### src/hdl/rfdw_pkg.sv
package rfdw_pkg;

  // Frame header bytes '@', '^', 'r'
  localparam logic [7:0] HDR0 = 8'h40;
  localparam logic [7:0] HDR1 = 8'h5E;
  localparam logic [7:0] HDR2 = 8'h72;

  // Frame layout: positions 0..9, checksum at the last one
  localparam int POS_W = 4;
  localparam logic [POS_W-1:0] POS_HDR0   = 4'd0;
  localparam logic [POS_W-1:0] POS_HDR1   = 4'd1;
  localparam logic [POS_W-1:0] POS_HDR2   = 4'd2;
  localparam logic [POS_W-1:0] POS_ANG_HI = 4'd3;
  localparam logic [POS_W-1:0] POS_ANG_LO = 4'd4;
  localparam logic [POS_W-1:0] POS_DST_HI = 4'd5;
  localparam logic [POS_W-1:0] POS_DST_LO = 4'd6;
  localparam logic [POS_W-1:0] FRAME_LAST = 4'd9;

  // Window limit registers
  localparam int LIM_W  = 16;
  localparam int CIDX_W = 3;

  typedef enum logic [CIDX_W-1:0] {
    REG_ANGLE_LOW  = 3'd0,
    REG_ANGLE_HIGH = 3'd1,
    REG_DIST_LOW   = 3'd2,
    REG_DIST_HIGH  = 3'd3
  } reg_idx_t;

  localparam logic [LIM_W-1:0] ANGLE_LOW_RST  = 16'd240;
  localparam logic [LIM_W-1:0] ANGLE_HIGH_RST = 16'd300;
  localparam logic [LIM_W-1:0] DIST_LOW_RST   = 16'd10;
  localparam logic [LIM_W-1:0] DIST_HIGH_RST  = 16'd4000;

endpackage

### src/hdl/range_frame_decoder_with_window.sv
// Range frame decoder with window check. Received bytes enter on the in_
// channel at up to one item per clock; the parser hunts for the '@' '^' 'r'
// header, collects a 10-byte frame (big-endian angle in bytes 3-4, distance
// in bytes 5-6, 8-bit sum of bytes 0-8 in byte 9) and, for a frame whose
// checksum matches, delivers one item with angle, distance and in_window
// (both values inside the inclusive cfg limits) on out_: the checksum
// byte is parsed out of the input register straight into the result
// register once the result slot is free or draining. Header mismatches
// are dropped in place, a bad checksum drops the frame. Throughput is one
// byte per clock, limited only by the combinational parse step between the
// two registers; while a result waits for out_ready the parse step holds,
// so at most one further byte is taken into the input register until the
// result leaves. Limit registers are written through cfg_we/cfg_index/
// cfg_wdata by the user only while idle; the block does not enforce it.
module range_frame_decoder_with_window
  import rfdw_pkg::*;
(
  input  logic                    clk,
  input  logic                    rst_n,
  // byte input
  input  logic                    in_valid,
  output logic                    in_ready,
  input  logic [7:0]              in_rx_byte,
  // result output
  output logic                    out_valid,
  input  logic                    out_ready,
  output logic [15:0]             out_angle,
  output logic [15:0]             out_distance,
  output logic                    out_in_window,
  // limit register writes
  input  logic                    cfg_we,
  input  logic [CIDX_W-1:0]       cfg_index,
  input  logic [LIM_W-1:0]        cfg_wdata
);

  // Limit registers
  logic [LIM_W-1:0] ang_lo_r, ang_hi_r, dst_lo_r, dst_hi_r;

  always_ff @(posedge clk) begin
    if (!rst_n) begin
      ang_lo_r <= ANGLE_LOW_RST;
      ang_hi_r <= ANGLE_HIGH_RST;
      dst_lo_r <= DIST_LOW_RST;
      dst_hi_r <= DIST_HIGH_RST;
    end else if (cfg_we) begin
      unique case (cfg_index)
        REG_ANGLE_LOW:  ang_lo_r <= cfg_wdata;
        REG_ANGLE_HIGH: ang_hi_r <= cfg_wdata;
        REG_DIST_LOW:   dst_lo_r <= cfg_wdata;
        REG_DIST_HIGH:  dst_hi_r <= cfg_wdata;
        default: ;      // unknown index: ignored
      endcase
    end
  end

  // Input register
  logic       s1_valid_r;
  logic [7:0] s1_byte_r;
  logic       s1_fire;
  logic       out_valid_r;

  // the parse step moves only when the result slot is free or draining
  assign s1_fire  = s1_valid_r && (!out_valid_r || out_ready);
  assign in_ready = !s1_valid_r || s1_fire;

  always_ff @(posedge clk) begin
    if (!rst_n) begin
      s1_valid_r <= 1'b0;
    end else if (in_ready) begin
      s1_valid_r <= in_valid;
    end
  end

  always_ff @(posedge clk) begin
    if (in_ready && in_valid) begin
      s1_byte_r <= in_rx_byte;
    end
  end

  // Parser state
  logic [POS_W-1:0] pos_r, pos_nxt, pos_cur;
  logic [7:0]       sum_r, sum_nxt, sum_cur;
  logic [7:0]       ang_hi_b_r, ang_lo_b_r, dst_hi_b_r, dst_lo_b_r;
  logic             hdr_ok;
  logic             result_nxt;
  logic [15:0]      angle_w, dist_w;
  logic             win_w;

  assign angle_w = {ang_hi_b_r, ang_lo_b_r};
  assign dist_w  = {dst_hi_b_r, dst_lo_b_r};
  assign win_w   = (angle_w >= ang_lo_r) && (angle_w <= ang_hi_r) &&
                   (dist_w >= dst_lo_r) && (dist_w <= dst_hi_r);

  // one parse step for the byte in the input register
  always_comb begin
    // a stray position is handled as the frame start with a zero sum
    pos_cur    = (pos_r > FRAME_LAST) ? POS_HDR0 : pos_r;
    sum_cur    = (pos_r > FRAME_LAST) ? 8'h00 : sum_r;
    pos_nxt    = pos_r;
    sum_nxt    = sum_r;
    result_nxt = 1'b0;
    unique case (pos_cur)
      POS_HDR0: hdr_ok = (s1_byte_r == HDR0);
      POS_HDR1: hdr_ok = (s1_byte_r == HDR1);
      POS_HDR2: hdr_ok = (s1_byte_r == HDR2);
      default:  hdr_ok = 1'b1;
    endcase
    if (s1_fire) begin
      priority if (!hdr_ok) begin
        pos_nxt = pos_cur;
        sum_nxt = sum_cur;
      end else if (pos_cur != FRAME_LAST) begin
        pos_nxt = pos_cur + 1'b1;
        sum_nxt = sum_cur + s1_byte_r;
      end else begin
        // checksum byte: restart either way
        result_nxt = (s1_byte_r == sum_cur);
        pos_nxt    = POS_HDR0;
        sum_nxt    = '0;
      end
    end
  end

  always_ff @(posedge clk) begin
    if (!rst_n) begin
      pos_r <= POS_HDR0;
      sum_r <= '0;
    end else begin
      pos_r <= pos_nxt;
      sum_r <= sum_nxt;
    end
  end

  // Payload byte capture
  always_ff @(posedge clk) begin
    if (s1_fire) begin
      if (pos_cur == POS_ANG_HI) ang_hi_b_r <= s1_byte_r;
      if (pos_cur == POS_ANG_LO) ang_lo_b_r <= s1_byte_r;
      if (pos_cur == POS_DST_HI) dst_hi_b_r <= s1_byte_r;
      if (pos_cur == POS_DST_LO) dst_lo_b_r <= s1_byte_r;
    end
  end

  // Result register
  logic [15:0] angle_r, dist_r;
  logic        win_r;

  always_ff @(posedge clk) begin
    if (!rst_n) begin
      out_valid_r <= 1'b0;
    end else if (s1_fire) begin
      out_valid_r <= result_nxt;
    end else if (out_ready) begin
      out_valid_r <= 1'b0;
    end
  end

  always_ff @(posedge clk) begin
    if (s1_fire && result_nxt) begin
      angle_r <= angle_w;
      dist_r  <= dist_w;
      win_r   <= win_w;
    end
  end

  assign out_valid     = out_valid_r;
  assign out_angle     = angle_r;
  assign out_distance  = dist_r;
  assign out_in_window = win_r;

  // Checks
  a_pos_range: assert property (@(posedge clk) disable iff (!rst_n)
    pos_r <= FRAME_LAST)
    else $error("frame position out of range");

  a_restart: assert property (@(posedge clk) disable iff (!rst_n)
    (s1_fire && pos_r == FRAME_LAST) |=> (pos_r == POS_HDR0 && sum_r == '0))
    else $error("parser did not restart after checksum byte");

  a_no_result_midframe: assert property (@(posedge clk) disable iff (!rst_n)
    (s1_fire && pos_r != FRAME_LAST) |=> !out_valid_r || $past(out_valid_r))
    else $error("result raised on a non-checksum byte");

  a_stall_hold: assert property (@(posedge clk) disable iff (!rst_n)
    (!in_ready) |-> (s1_valid_r && out_valid_r && !out_ready))
    else $error("input stalled without a blocked result");

endmodule

### config.mk
export PLATFORM = sky130hd
export DESIGN_NAME = range_frame_decoder_with_window
export DESIGN_NICKNAME = d
export VERILOG_FILES = /design/src/hdl/rfdw_pkg.sv /design/src/hdl/range_frame_decoder_with_window.sv
export SDC_FILE = /design/constraint.sdc
export NUM_CORES = 1
export LEC_CHECK = 0
export ABC_AREA = 1
export BUFFER_PORTS_ARGS = -buffer_cell sky130_fd_sc_hd__buf_2
export CAP_MARGIN = 20
export CELL_PAD_IN_SITES_DETAIL_PLACEMENT = 1
export CELL_PAD_IN_SITES_GLOBAL_PLACEMENT = 2
export CORE_ASPECT_RATIO = 1.25
export CORE_MARGIN = 1.5
export CORE_UTILIZATION = 38
export DETAILED_ROUTE_END_ITERATION = 12
export HOLD_SLACK_MARGIN = 0.06
export PLACE_DENSITY = 0.83
export SYNTH_ARGS = -nofsm -noshare
export SYNTH_HDL_FRONTEND = slang
export SYNTH_SLANG_ARGS = --single-unit
### constraint.sdc
create_clock -name clk -period 4.7 [get_ports clk]
set_input_delay 0.235 -clock clk [delete_from_list [all_inputs] [get_ports clk]]
set_output_delay 0.235 -clock clk [all_outputs]
set_load 0.01 [all_outputs]
Word level (Yosys, flattened, before mapping)

Index checks and enable logic that the tools add are counted.

Register bits: 151
Bits of input ports: 32
Output and inout bits: 35
Logic and storage cells: 70

Add/sub/neg operators: 2
Order comparisons: 5
Equality and inequality tests: 14
Muxes and demuxes: 12
Reduce and logical (&&, ||, !) cells: 21

Operator list:

| kind                                                 | number |
|---|---|
| greater-or-equal comparator 16 bit                   | 2 |
| less-or-equal comparator 16 bit                      | 2 |
| == test 8 x 7 -> 1 bit, second input constant        | 3 |
| two-way mux 8 bit                                    | 3 |
| AND reduction 2 bit                                  | 8 |
| == test 4 x 3 -> 1 bit, second input constant        | 3 |
| two-way mux 4 bit                                    | 3 |
| adder 8 bit                                          | 1 |
| == test 4 x 2 -> 1 bit, second input constant        | 2 |
| == test 8 bit                                        | 1 |
| == test 3 x 2 -> 1 bit, second input constant        | 2 |
| logical AND 1 bit                                    | 6 |
| two-way mux 1 bit                                    | 5 |
| adder 4 x 1 -> 4 bit, second input constant          | 1 |
| == test 4 x 1 -> 1 bit, second input constant        | 1 |
| greater-than comparator 4 bit, second input constant | 1 |
| logical NOT 4 bit                                    | 1 |
| inequality test 4 bit, second input constant         | 1 |
| == test 3 x 1 -> 1 bit, second input constant        | 1 |
| logical NOT 3 bit                                    | 1 |
| case mux 1 bit (3 select lines)                      | 1 |
| logical NOT 1 bit                                    | 2 |
| logical OR 1 bit                                     | 2 |
| nonzero test 2 bit                                   | 1 |

Longest topological paths before layout

Word-level depth: 7
Depth in mapped cells: 16
Gate-level depth less buffers: 14

Worst setup path before layout

Ideal clock, no wire load.

Path kind: register to register
Start point: register pos_r[1]
End point: register angle_r[0], in the netlist out_angle[0], enable pin
Library setup time: 0.419 ns
Arrival time: 2.911 ns
Data required time: 4.281 ns
Setup slack: 1.370 ns
Stages on the path, launching flop included: 11
Buffers on the path: 3
Period minus slack after synthesis: 3.330 ns
Cells stage by stage: dfxtp_1 buf_6 o21ai_4 buf_6 nand2_1 inv_1 ha_1 clkbuf_1 nor4_1 nand3_1 nor3_2

Longest elaborated chain between the ends: 7
Elaborated cells between the ends (all ways): 13
Those cells by class: order compare: 1; eq/ne: 4; mux: 6; reduce/logical: 2

Ends and longest elaborated chain:

| what                                                                 | RTL line                                                                       | RTL |
|---|---|---|
| start, declared                                                      | range_frame_decoder_with_window.sv:81                                          | `logic [POS_W-1:0] pos_r, pos_nxt, pos_cur;` |
| start signal, assigned                                               | range_frame_decoder_with_window.sv:129                                         | `pos_r <= pos_nxt;` |
| greater-than comparator 4 bit                                        | range_frame_decoder_with_window.sv:97, range_frame_decoder_with_window.sv:98   |  |
| two-way mux 4 bit or two-way mux 8 bit (tied branches)               | range_frame_decoder_with_window.sv:97, range_frame_decoder_with_window.sv:98   |  |
| == test 4 x 2 -> 1 bit, or another cell as far along                 | range_frame_decoder_with_window.sv:102                                         | `unique case (pos_cur)` |
| case mux 1 bit (3 select lines) or two-way mux 1 bit (tied branches) | range_frame_decoder_with_window.sv:102, range_frame_decoder_with_window.sv:112 |  |
| two-way mux 1 bit (*)                                                | range_frame_decoder_with_window.sv:109                                         | `priority if (!hdr_ok) begin` |
| two-way mux 1 bit (*)                                                | range_frame_decoder_with_window.sv:108                                         | `if (s1_fire) begin` |
| logical AND 1 bit (*)                                                | range_frame_decoder_with_window.sv:159                                         | `if (s1_fire && result_nxt) begin` |
| end signal, assigned                                                 | range_frame_decoder_with_window.sv:160                                         | `angle_r <= angle_w;` |
| end, declared                                                        | range_frame_decoder_with_window.sv:145                                         | `logic [15:0] angle_r, dist_r;` |

Every way passes the cells marked *; elsewhere a longest branch is shown, timed or not.
A chain may end at the register's enable or synchronous reset.

Worst setup path in the final report

Start point: register pos_r[1]
End point: register win_r, in the netlist out_in_window, enable pin

Longest elaborated chain between the ends: 7
Elaborated cells between the ends (all ways): 13
Those cells by class: order compare: 1; eq/ne: 4; mux: 6; reduce/logical: 2

Ends and longest elaborated chain:

| what                                                                 | RTL line                                                                       | RTL |
|---|---|---|
| greater-than comparator 4 bit                                        | range_frame_decoder_with_window.sv:97, range_frame_decoder_with_window.sv:98   |  |
| two-way mux 4 bit or two-way mux 8 bit (tied branches)               | range_frame_decoder_with_window.sv:97, range_frame_decoder_with_window.sv:98   |  |
| == test 4 x 2 -> 1 bit, or another cell as far along                 | range_frame_decoder_with_window.sv:102                                         |  |
| case mux 1 bit (3 select lines) or two-way mux 1 bit (tied branches) | range_frame_decoder_with_window.sv:102, range_frame_decoder_with_window.sv:112 |  |
| two-way mux 1 bit (*)                                                | range_frame_decoder_with_window.sv:109                                         |  |
| two-way mux 1 bit (*)                                                | range_frame_decoder_with_window.sv:108                                         |  |
| logical AND 1 bit (*)                                                | range_frame_decoder_with_window.sv:159                                         |  |
| end signal, assigned                                                 | range_frame_decoder_with_window.sv:162                                         | `win_r <= win_w;` |
| end, declared                                                        | range_frame_decoder_with_window.sv:146                                         | `logic win_r;` |

Marks and branches as above.

==> run metrics <==
overall power=3.06 mW; initial antenna violation count=0; full die area=19800 µm²; Final nets=935; Buffers on Ports=66; RSZ-0062 raised after global routing=false; gpl congestion=0.826; DRT Pass-1 Iters=6; DRC viols=0; GR Overflow Total=0; most numerous cell in the Yosys netlist=inv_1; crit path launch type=flop; Hold WC Path Type=input pin to flop; core area=18600 µm²; VDD IR-drop max=278 µV; Final setup viols=0; final hold vios=0; Antenna diodes=0; H-tree Lvls=4; Period Utilization, post-route=61.3%; CTS tree=yes; clock transition at the registers of the reported paths=60 ps; number of synthesized flops with an enable pin=73; post-synthesis sequential area ratio=52.2%; Ports=67; status=finished clean; Num CTS Buffers=17; Period minus WS final=2880 ps; Post-DP HPWL=14100 µm; global-route wire length before repair=30200 µm; share of layout cells above drive strength 1=15.4%; Routed Antenna Nets=0; Synth Net Count=860; Max Cap Viol=0; CP Capture Type=flop; drt initial violations=211; wire per inst=17.6 µm; cell area power density=362 nW/µm²; Util after Layout=45.3%; async set or reset register ratio after synthesis=0%; Rel. slew slack=30.4%; warning count from the yosys run=0; ys flop type=dfxtp_1; hold buffers post-CTS=8; Final Skew=9.54 ps; Via density=5.15; Total GRT Usage=20.1%; worst slew pin tran=1040 ps; Syn Area/Cell=9.51 µm²; Synth area leader=edfxtp_1; CTS Buffer Depth=2; CP Class=flop to flop; final setup TNS=0 ps; number of global-route vias before repair=5823; clk_lat worst skew=430 ps; # clock sinks=151; Post-Syn Area=7190 µm²; cell count after synthesis=756; Netlist cell types=38; cell count after placement=1035; largest net degree at the start of global routing=69; die width=126 µm; Root Buffer=clkbuf_16; Worst EP arrival=2940 ps; post-synthesis register bit count=151; Max FO, Critical Path=33; row count=56; P&R area growth vs syn=17.4%; routed wire length=18900 µm; via count=5542; CP required=4760 ps; top cells by area, synth=edfxtp_1 (30%), dfxtp_1 (22%), ha_1 (12%); maximum clock rate=347 MHz; final max-slew violation count=0; Finished Layout Cells=1076; Initial Util=38.6%; CTS resizes=0; Commonest cells post-synth=inv_1 (109), nand2_1 (87), a21oi_1 (85); Yosys top cell area share=30.5%; static leakage=3.59 nW; die height=157 µm; Setup Buffers After CTS=0
[final cells by class]
| type | instances | area (µm²) |
|---|---|---|
| repair buffers | 78 | 438 |
| well taps | 232 | 290 |
| clock inverters | 15 | 203 |
| inverters | 113 | 424 |
| clock buffers | 17 | 425 |
| flip-flops and latches | 151 | 3750 |
| fillers | 2174 | 10200 |
| multi-input cells | 470 | 2910 |
[power by group]
part / total [mW] / switching [mW] / internal [mW]
clock network: 1.45 / 0.558 / 0.891
logic: 0.189 / 0.119 / 0.0701
registers: 1.42 / 0.0181 / 1.40
[metrics by stage]
| stage | cell area, µm² | hold WS, ps | setup WS [ps] |
|---|---|---|---|
| 3_5_place_dp | 7730 | 415 | 1810 |
| 5_1_grt | 8440 | 110 | 1600 |
| 6_report | 8440 | 83.2 | 1820 |
| 4_1_cts | 8440 | 74.3 | 1780 |
| 3_3_place_gp | 7730 | 413 | 1870 |
| 2_1_floorplan | 7190 | 334 | 1370 |
[cells by family (layout without fill, tap and decap cells)]
group,count (synthesis),count (layout),synth area share (%)
AO/OA/AOI/OAI,193,193,14.6
XOR/XNOR,7,7,0.853
adder cells (fa/ha/maj),72,72,12.6
buffers and inverters,135,223,7.45
flip-flops,151,151,52.2
AND/OR/NAND/NOR,198,198,12.2
[worst max-delay path, cell delays in order, from the launching register on]
cell and delay, ps:
dfxtp_1 440, o21ai_4 410, nand2_1 150, inv_1 80, ha_1 300, nor4_1 300
nand3_1 150, nor3_4 190, buf_4 460
[path summary, 6_finish.rpt]
| check | from | to | slack, ps | cells past startpoint |
|---|---|---|---|---|
| max | pos_r[1]$_SDFFE_PN0P_ | out_in_window$_DFFE_PP_ | 1820 | 8 |
| min reg2reg | dst_hi_r[2]$_SDFFE_PN0P_ | dst_hi_r[2]$_SDFFE_PN0P_ | 460 | 2 |
| min | in_valid | s1_valid_r$_SDFFE_PN0N_ | 80 | 3 |
| max reg2reg | pos_r[1]$_SDFFE_PN0P_ | out_in_window$_DFFE_PP_ | 1820 | 8 |
[cell usage in the layout (no fill, tap or decap), types with 8 or more instances in the layout]
cell type / Yosys / final
nand2_1: 87 / 87
nand3_1: 27 / 27
buf_2: 5 / 67
dlygate4sd3_1: 0 / 8
clkbuf_16: 0 / 17
inv_1: 109 / 109
o211ai_1: 10 / 10
o21ai_0: 76 / 76
ha_1: 71 / 71
edfxtp_1: 73 / 73
a21oi_1: 85 / 85
dfxtp_1: 78 / 78
nor2_1: 53 / 53
[flip-flops by register name, summed over array words and instances (netlist names)]
signal,flops
dst_hi_r,16
sum_r,8
dst_lo_r,16
out_distance,16
out_in_window,1
dst_hi_b_r,8
s1_byte_r,8
ang_lo_r,16
s1_valid_r,1
out_angle,16
ang_lo_b_r,8
ang_hi_r,16
out_valid,1
pos_r,4
dst_lo_b_r,8
ang_hi_b_r,8
[metal layers]
metal / part of all wire, % / global-route usage (%) / vias to the layer above
li1: - / - / 2715
met1: 41 / 21.8 / 2715
met2: 54 / 38.2 / 83
met3: 2.5 / 3.32 / 29
met4: 2.6 / 9.36 / 0
met5: 0 / 0 / -
(Power assumes the default switching activity.)
